<file path="src/bht_pkg.sv">
// Shared types, codes and defaults for the bucketed hash table.
`default_nettype none
package bht_pkg;

  localparam int unsigned BUCKETS_DEF = 40;
  localparam int unsigned SLOTS_DEF   = 3;

  localparam logic [1:0] OP_INSERT = 2'd1;
  localparam logic [1:0] OP_DELETE = 2'd2;

  typedef enum logic [2:0] {
    ST_FOUND     = 3'd0,
    ST_NOT_FOUND = 3'd1,
    ST_INSERTED  = 3'd2,
    ST_DUPLICATE = 3'd3,
    ST_OVERFLOW  = 3'd4,
    ST_DELETED   = 3'd5,
    ST_INVALID   = 3'd6
  } status_t;

  typedef struct packed {
    logic [1:0]  op;
    logic [31:0] key;
    logic [63:0] payload;
  } in_item_t;

  typedef struct packed {
    status_t     status;
    logic [5:0]  bucket;
    logic [1:0]  slot;
    logic [63:0] record_out;
  } out_item_t;

  typedef enum logic [1:0] {
    S_CLEAR,
    S_IDLE,
    S_READ,
    S_RESOLVE
  } state_t;

  typedef struct packed {
    logic clear_wr;
    logic load_in;
    logic read_row;
    logic resolve;
  } ctrl_cmd_t;

  typedef struct packed {
    logic clear_last;
    logic out_free;
  } dp_status_t;

endpackage
`default_nettype wire

</file>
<file path="src/bht_ctrl.sv">
// Controller state machine: key store clearing, request sequencing.
`default_nettype none
module bht_ctrl
  import bht_pkg::*;
(
  input  wire logic       clk,
  input  wire logic       rst_n,
  input  wire logic       in_valid,
  output logic            in_ready,
  input  wire dp_status_t dp_sts,
  output ctrl_cmd_t       cmd
);

  state_t state_r, state_nxt;

  always_ff @(posedge clk) begin
    if (!rst_n) begin
      state_r <= S_CLEAR;
    end else begin
      state_r <= state_nxt;
    end
  end

  always_comb begin
    state_nxt = state_r;
    unique case (state_r)
      S_CLEAR: begin
        if (dp_sts.clear_last) state_nxt = S_IDLE;
      end
      S_IDLE: begin
        if (in_valid) state_nxt = S_READ;
      end
      S_READ: begin
        state_nxt = S_RESOLVE;
      end
      S_RESOLVE: begin
        if (dp_sts.out_free) state_nxt = S_IDLE;
      end
      default: state_nxt = S_CLEAR;
    endcase
  end

  always_comb begin
    cmd      = '0;
    in_ready = 1'b0;
    unique case (state_r)
      S_CLEAR: begin
        cmd.clear_wr = 1'b1;
      end
      S_IDLE: begin
        in_ready    = 1'b1;
        cmd.load_in = in_valid;
      end
      S_READ: begin
        cmd.read_row = 1'b1;
      end
      S_RESOLVE: begin
        cmd.resolve = dp_sts.out_free;
      end
      default: begin
        cmd = '0;
      end
    endcase
  end

endmodule
`default_nettype wire

</file>
<file path="config.mk">
export PLATFORM = sky130hd
export DESIGN_NAME = bht_ctrl
export DESIGN_NICKNAME = d
export VERILOG_FILES = /design/src/bht_pkg.sv /design/src/bht_ctrl.sv
export SDC_FILE = /design/constraint.sdc
export NUM_CORES = 1
export LEC_CHECK = 0
export BUFFER_PORTS_ARGS = -buffer_cell sky130_fd_sc_hd__buf_2
export CAP_MARGIN = 20
export CORE_AREA = 2 2 39 41
export CTS_BUF_LIST = sky130_fd_sc_hd__clkbuf_8
export DETAILED_ROUTE_END_ITERATION = 7
export DIE_AREA = 0 0 41 43
export PLACE_DENSITY_LB_ADDON = 0.2
export SYNTH_ARGS = -nofsm -noshare
export SYNTH_HDL_FRONTEND = slang
export SYNTH_SLANG_ARGS = --single-unit
export TNS_END_PERCENT = 30
</file>
<file path="constraint.sdc">
create_clock -name clk -period 3.28 [get_ports clk]
set_input_delay 0 -clock clk [delete_from_list [all_inputs] [get_ports clk]]
set_output_delay 0 -clock clk [all_outputs]
set_load 0.01 [all_outputs]
</file>
# Yosys cells after proc, flatten, opt, wreduce, memory -nomap -nowiden
# Cells that the tools add are included.
[word_totals]
ff_bits = 2
in_bits = 5
output_inout_bits = 5
[op_classes]
eq_ne = 6
mux = 9
n_reduce_logical = 2
[op_table]
columns = ["operator", "n"]
rows = [
  ["one-hot mux 2 bit (4 select lines)", 1],
  ["2-to-1 mux 2 bit", 3],
  ["inequality test 2 bit (second input constant)", 3],
  ["2-to-1 mux 1 bit", 5],
  ["equality test 2 bit (second input constant)", 2],
  ["AND reduction 3 bit", 1],
  ["equality test 2 x 1 -> 1 bit (second input constant)", 1],
  ["logical NOT 2 bit", 1],
]

# Depth between registers and ports, before layout
# Gate-level depths: netlist (run 1).
[logic_depth]
depth_word = 3
mapped_depth = 4
depth_no_buf = 4

# Worst setup path after synthesis (run 1)
# No wires, ideal clock.
[synth_path]
path_kind = "flip-flop to flip-flop"
startpoint = "register state_r[0]"
endpoint = "register state_r[0]"
setup_ps = 72
arrival_time_ps = 1342
required_ps = 3208
setup_slack_ps = 1866
path_stages_with_launch = 5
cell_sequence = "dfxtp_1 > inv_1 > ha_1 > a222oi_1 > mux2i_1"
[synth_between]
elab_chain_len = 3
word_cells_on_any_way = 9
[synth_lines]
columns = ["element", "line_no", "source"]
rows = [
  ["start, declared", "bht_ctrl.sv:14", "state_t state_r, state_nxt;"],
  ["start signal, assigned", "bht_ctrl.sv:20", "state_r <= state_nxt;"],
  ["equality test 2 bit, or another cell as far along", "bht_ctrl.sv:26", "unique case (state_r)"],
  ["inequality test 2 bit (no source line)", "--", ""],
  ["AND reduction 3 bit (no source line)", "--", ""],
]
# Parallel ways exist; a longest one is shown, timed or not.
# A chain may end at the register's enable or synchronous reset.

# Final worst setup path (run 1)
[layout_path]
startpoint = "register state_r[1]"
endpoint = "register state_r[0]"
# Same word-level chain as after synthesis.

==> results of run 1 <==
layer usage:
| metal | wire, µm | global-route usage [%] | share of wire (%) |
|---|---|---|---|
| met5 | 0 | 0 | 0 |
| met4 | 0 | 4.00 | 0 |
| met3 | 63 | 1.57 | 16 |
| met2 | 137 | 6.56 | 36 |
| met1 | 182 | 6.75 | 48 |
final cells by class:
cell class	instances	area [µm²]	share of cell area [%]
repair buffers	9	45.0	15.5
well taps	16	20.0	6.90
flip-flops and latches	2	40.0	13.8
inverters	5	20.0	6.90
multi-input cells	14	124	42.7
clock buffers	3	41.3	14.2
Yosys cell counts:
master,n,share of area (%)
ha_1,5,34
dfxtp_1,2,22
mux2i_1,2,11
nand2_1,3,6.1
inv_1,4,8.2
and2_2,1,4.1
clkinvlp_2,1,2.7
nand2b_1,1,3.4
a222oi_1,1,5.4
and2_1,1,3.4
worst reg2reg max path, delay by kind of cell, from the launching register on:
| family | cells | cell delay, ns |
|---|---|---|
| buf+inv | 1 | 0.09 |
| compound gates | 1 | 0.50 |
| fa+ha+maj | 1 | 0.21 |
| flops | 1 | 0.37 |
| mux | 1 | 0.25 |
cells by family after synthesis:
logic type	share of synthesized area, %
AO/OA/AOI/OAI	5.44
adder cells (fa/ha/maj)	34.0
buffers and inverters	10.9
flip-flops	21.8
multiplexers	10.9
AND/OR/NAND/NOR	17.0
per-stage QoR:
| stage | utilization [%] | hold WS, ns | area [µm²] | instances | power (mW) |
|---|---|---|---|---|---|
| floorplan | - | 0.144 | 184 | 21 | 0.102 |
| global placement | 18.0 | 0.289 | 249 | 46 | 0.127 |
| detailed placement | 18.0 | 0.303 | 249 | 46 | 0.131 |
| CTS | 21.0 | 0.0824 | 290 | 49 | 0.230 |
| global route | 21.0 | 0.0986 | 290 | 49 | 0.244 |
| finish | 21.0 | 0.0857 | 290 | 49 | 0.225 |
power by group:
group / total (mW) / switching (mW) / internal, mW / leakage, nW
logic: 0.0858 / 0.0443 / 0.0415 / 0.122
registers: 0.0431 / 0.0100 / 0.0331 / 0.0166
clock network: 0.0957 / 0.0182 / 0.0775 / 0.0216
total: 0.225 / 0.0725 / 0.152 / 0.160
how the worst max path moves through the flow:
stage	start	endpoint	slack, ns	depth (start not counted)
after floorplan	state_r[0]	state_r[0]	1.87	4
after global placement	state_r[1]	state_r[1]	1.80	4
after detailed placement	state_r[1]	state_r[0]	1.77	4
after CTS	state_r[1]	state_r[0]	1.77	4
after global routing	state_r[0]	state_r[1]	1.64	4
final	state_r[1]	state_r[0]	1.78	4
cell usage in the layout, fill, tap and decap left out:
master,n
buf_2,9
ha_1,5
and2_2,1
and2_1,1
clkbuf_8,3
nand2_1,3
dfxtp_1,2
mux2i_1,2
nand2b_1,1
clkinvlp_2,1
a222oi_1,1
inv_1,4
==> out/results.tsv, run 1 <==
metric	value	unit
relSlewSlack	66.5	%
worstReg2RegEnd	state_r[0]	
seq_area_frac_synth	21.8	%
r2r_cells	4	
min_to	state_r[0]	
cts.sinks	2	
placementRows	14	
r2r_setup_slack	1.78	ns
worst_pin_slew	0.502	ns
io_buffers	9	
p_leak	0.160	nW
clk_latency	0.21	ns
crit_path_top_delay_cell	a222oi_1	
initial_core_util	13.3	%
cap_violations	0	
slew_violations	0	
cts_resized	0	
synth_area	184	µm²
largest_register_ffs	2	
hold_viol	0	
vias	173	
die_h	43	µm
dieArea	0.00176	mm²
yosysWarnings	0	
setup_slack	1.78	ns
avgSynthCellArea	8.76	µm²
cp-start-kind	flip-flop	
worst_ep_required_time	3.41	ns
ctsLongestPathBuffers	2	
drc	0	
synth_nets	31	
globalRouteOverflowTotal	0	
path_delay_family	compound AO/OA/AOI/OAI gates	
regMostFlops	state_r	
drt_pass1_iterations	4	
fillers	155	
coreArea	0.00138	mm²
hold_start	rst_n	
endpoint_kind	flip-flop	
grt_max_degree	6	
power.density	774	mW/mm²
setup_tns	0	ns
reg_top3	state_r: 2 flops	
antenna_found_initial	0	
ys_types	10	
wl_per_cell	7.82	µm
skew	0.00341	ns
syn_to_final_growth	57.8	%
path_cells	inv_1 -> ha_1 -> a222oi_1 -> mux2i_1	
antennaDiodeCount	0	
drive_gt1_share	42.4	%
max_freq	668	MHz
rr_startpoint	state_r[1]	
cts_tree	yes	
cts_max_level	1	
cts_setup_buffers	0	
routed_wl	383	µm
critPathKind	reg2reg	
holdPathStages	3	
first_global_vias	165	
period_needed	1.50	ns
dpl_worst_slack	1.77	ns
crit_arrival	1.63	ns
ant_nets	0	
track_usage	5.12	%
status	finished clean	
synth_seq_cells	2	
rsz0062_at_grt	no	
ios	10	
synthCells	21	
cts-root-buf	clkbuf_8	
max_stage_delay	0.50	ns
final_net_count	45	
fp.dieW	41	µm
setup_viol	0	
min_period_over_period	45.7	%
via_per_inst	3.53	
cts_buffers	3	
path_max_fanout	4	
worst_ir_drop_vdd	0.249	mV
min-delay-path-class	in2reg	
cp_num_buf_inv	1	
first_iter_violations	2	
gp_congestion	0.563	
grt_pass1_wl	600	µm
cts-hold-fix-buffers	0	
clk_pin_slew_worst_paths	0.03	ns
No activity file was read; power rests on OpenSTA's default activity.
==> run 2, diff against run 1 <==
==> constraint.sdc (replaced) <==
create_clock -name clk -period 1.5 [get_ports clk]
set_input_delay 0 -clock clk [delete_from_list [all_inputs] [get_ports clk]]
set_output_delay 0 -clock clk [all_outputs]
set_load 0.01 [all_outputs]
==> out/results.tsv, run 2 (synthesized netlist as in run 1, its figures left out) <==
metric	value	unit
status	finished clean	
first_global_vias	151	
clk_pin_slew_worst_paths	0.03	ns
syn_to_final_growth	66.7	%
cts_buffers	3	
die_h	43	µm
cts_setup_buffers	0	
initial_core_util	13.3	%
fin_util	22.2	%
path_cells	inv_1 -> ha_1 -> a222oi_1 -> buf_4 -> mux2i_1	
grt_max_degree	6	
regMostFlops	state_r	
io_buffers	9	
cp_num_buf_inv	2	
switching_power	0.164	mW
endpoint_kind	flip-flop	
worst_ir_drop_vdd	0.547	mV
cap_violations	0	
antenna_found_initial	0	
drc	0	
drive_gt1_share	48.6	%
placementRows	14	
hold_viol	0	
cts.sinks	2	
dp_cells	48	
fp.dieW	41	µm
vias	186	
mostFrequentLayoutCells	buf_2, ha_1, inv_1	
crit_arrival	1.49	ns
cts-hold-fix-buffers	0	
antennaDiodeCount	0	
period_needed	1.36	ns
path_delay_family	flip-flops	
final_cells	51	
cts_resized	0	
critPathKind	reg2reg	
share_seq_of_total_power	17.9	%
first_iter_violations	1	
final_net_count	47	
ctsLongestPathBuffers	2	
layout_commonest_cell	buf_2	
p_int	0.357	mW
min-delay-path-class	in2reg	
swShare	31.5	%
largest_register_ffs	2	
wl_per_cell	7.69	µm
worst_ep_required_time	1.64	ns
power.density	1700	mW/mm²
reg_top3	state_r: 2 flops	
track_usage	5.31	%
crit_path_top_delay_cell	dfxtp_2	
clk_latency	0.21	ns
setup_slack	0.144	ns
drt_pass1_iterations	4	
path_max_fanout	5	
gp_congestion	0.534	
ios	10	
skew	0.00142	ns
fillers	155	
cts_max_level	1	
power_frac_clock	40.2	%
dieArea	0.00176	mm²
fin_hold_ws	0.0690	ns
max_stage_delay	0.35	ns
cp-start-kind	flip-flop	
cts-root-buf	clkbuf_8	
cts_tree	yes	
combPwrFrac	41.9	%
globalRouteOverflowTotal	0	
ant_nets	0	
min_period_over_period	90.4	%
setup_viol	0	
setup_tns	0	ns
relSlewSlack	82.0	%
grt_pass1_wl	538	µm
via_per_inst	3.65	
max_freq	737	MHz
coreArea	0.00138	mm²
dpl_worst_slack	0.101	ns
p_leak	0.170	nW
rsz0062_at_grt	no	
worst_pin_slew	0.271	ns
routed_wl	392	µm
slew_violations	0	
[run 2: layout make-up]
| type | instances | area [µm²] | share of cell area [%] |
|---|---|---|---|
| repair buffers | 11 | 60.1 | 19.6 |
| flip-flops and latches | 2 | 41.3 | 13.5 |
| well taps | 16 | 20.0 | 6.53 |
| inverters | 5 | 20.0 | 6.53 |
| multi-input cells | 14 | 124 | 40.4 |
| clock buffers | 3 | 41.3 | 13.5 |
[run 2: per-layer routing]
metal	GRT usage (%)	wire (µm)	vias to the layer above
li1	-	-	93
met1	5.73	179	76
met2	5.31	128	15
met3	3.14	69	2
met4	8.00	15	0
met5	0	0	-
[run 2: stage by stage]
stage | area (µm²) | total power [mW]
6_report | 307 | 0.521
5_1_grt | 307 | 0.562
4_1_cts | 305 | 0.530
3_5_place_dp | 264 | 0.312
3_3_place_gp | 264 | 0.305
2_1_floorplan | 184 | 0.222
[run 2: power groups by stage]
stage	Clock, mW	Sequential [mW]	Combinational, mW
3_5_place_dp	0	0.0910	0.220
3_3_place_gp	0	0.0895	0.215
4_1_cts	0.217	0.0906	0.222
5_1_grt	0.222	0.0971	0.243
6_report	0.209	0.0933	0.218
2_1_floorplan	0	0.0902	0.132
[run 2: worst paths after layout]
check	startpoint	end	slack, ns	cells after the start
setup / recovery	state_r[0]	state_r[1]	0.14	5
hold / removal	rst_n	state_r[0]	0.07	3
setup reg to reg	state_r[0]	state_r[1]	0.14	5
hold reg to reg	state_r[0]	state_r[0]	0.49	2
[run 2: tightest hold or removal path, delay by kind of cell]
kind / cells / cell delay (ns)
buf+inv: 1 / 0.12
mux: 1 / 0.05
simple gates: 1 / 0.06
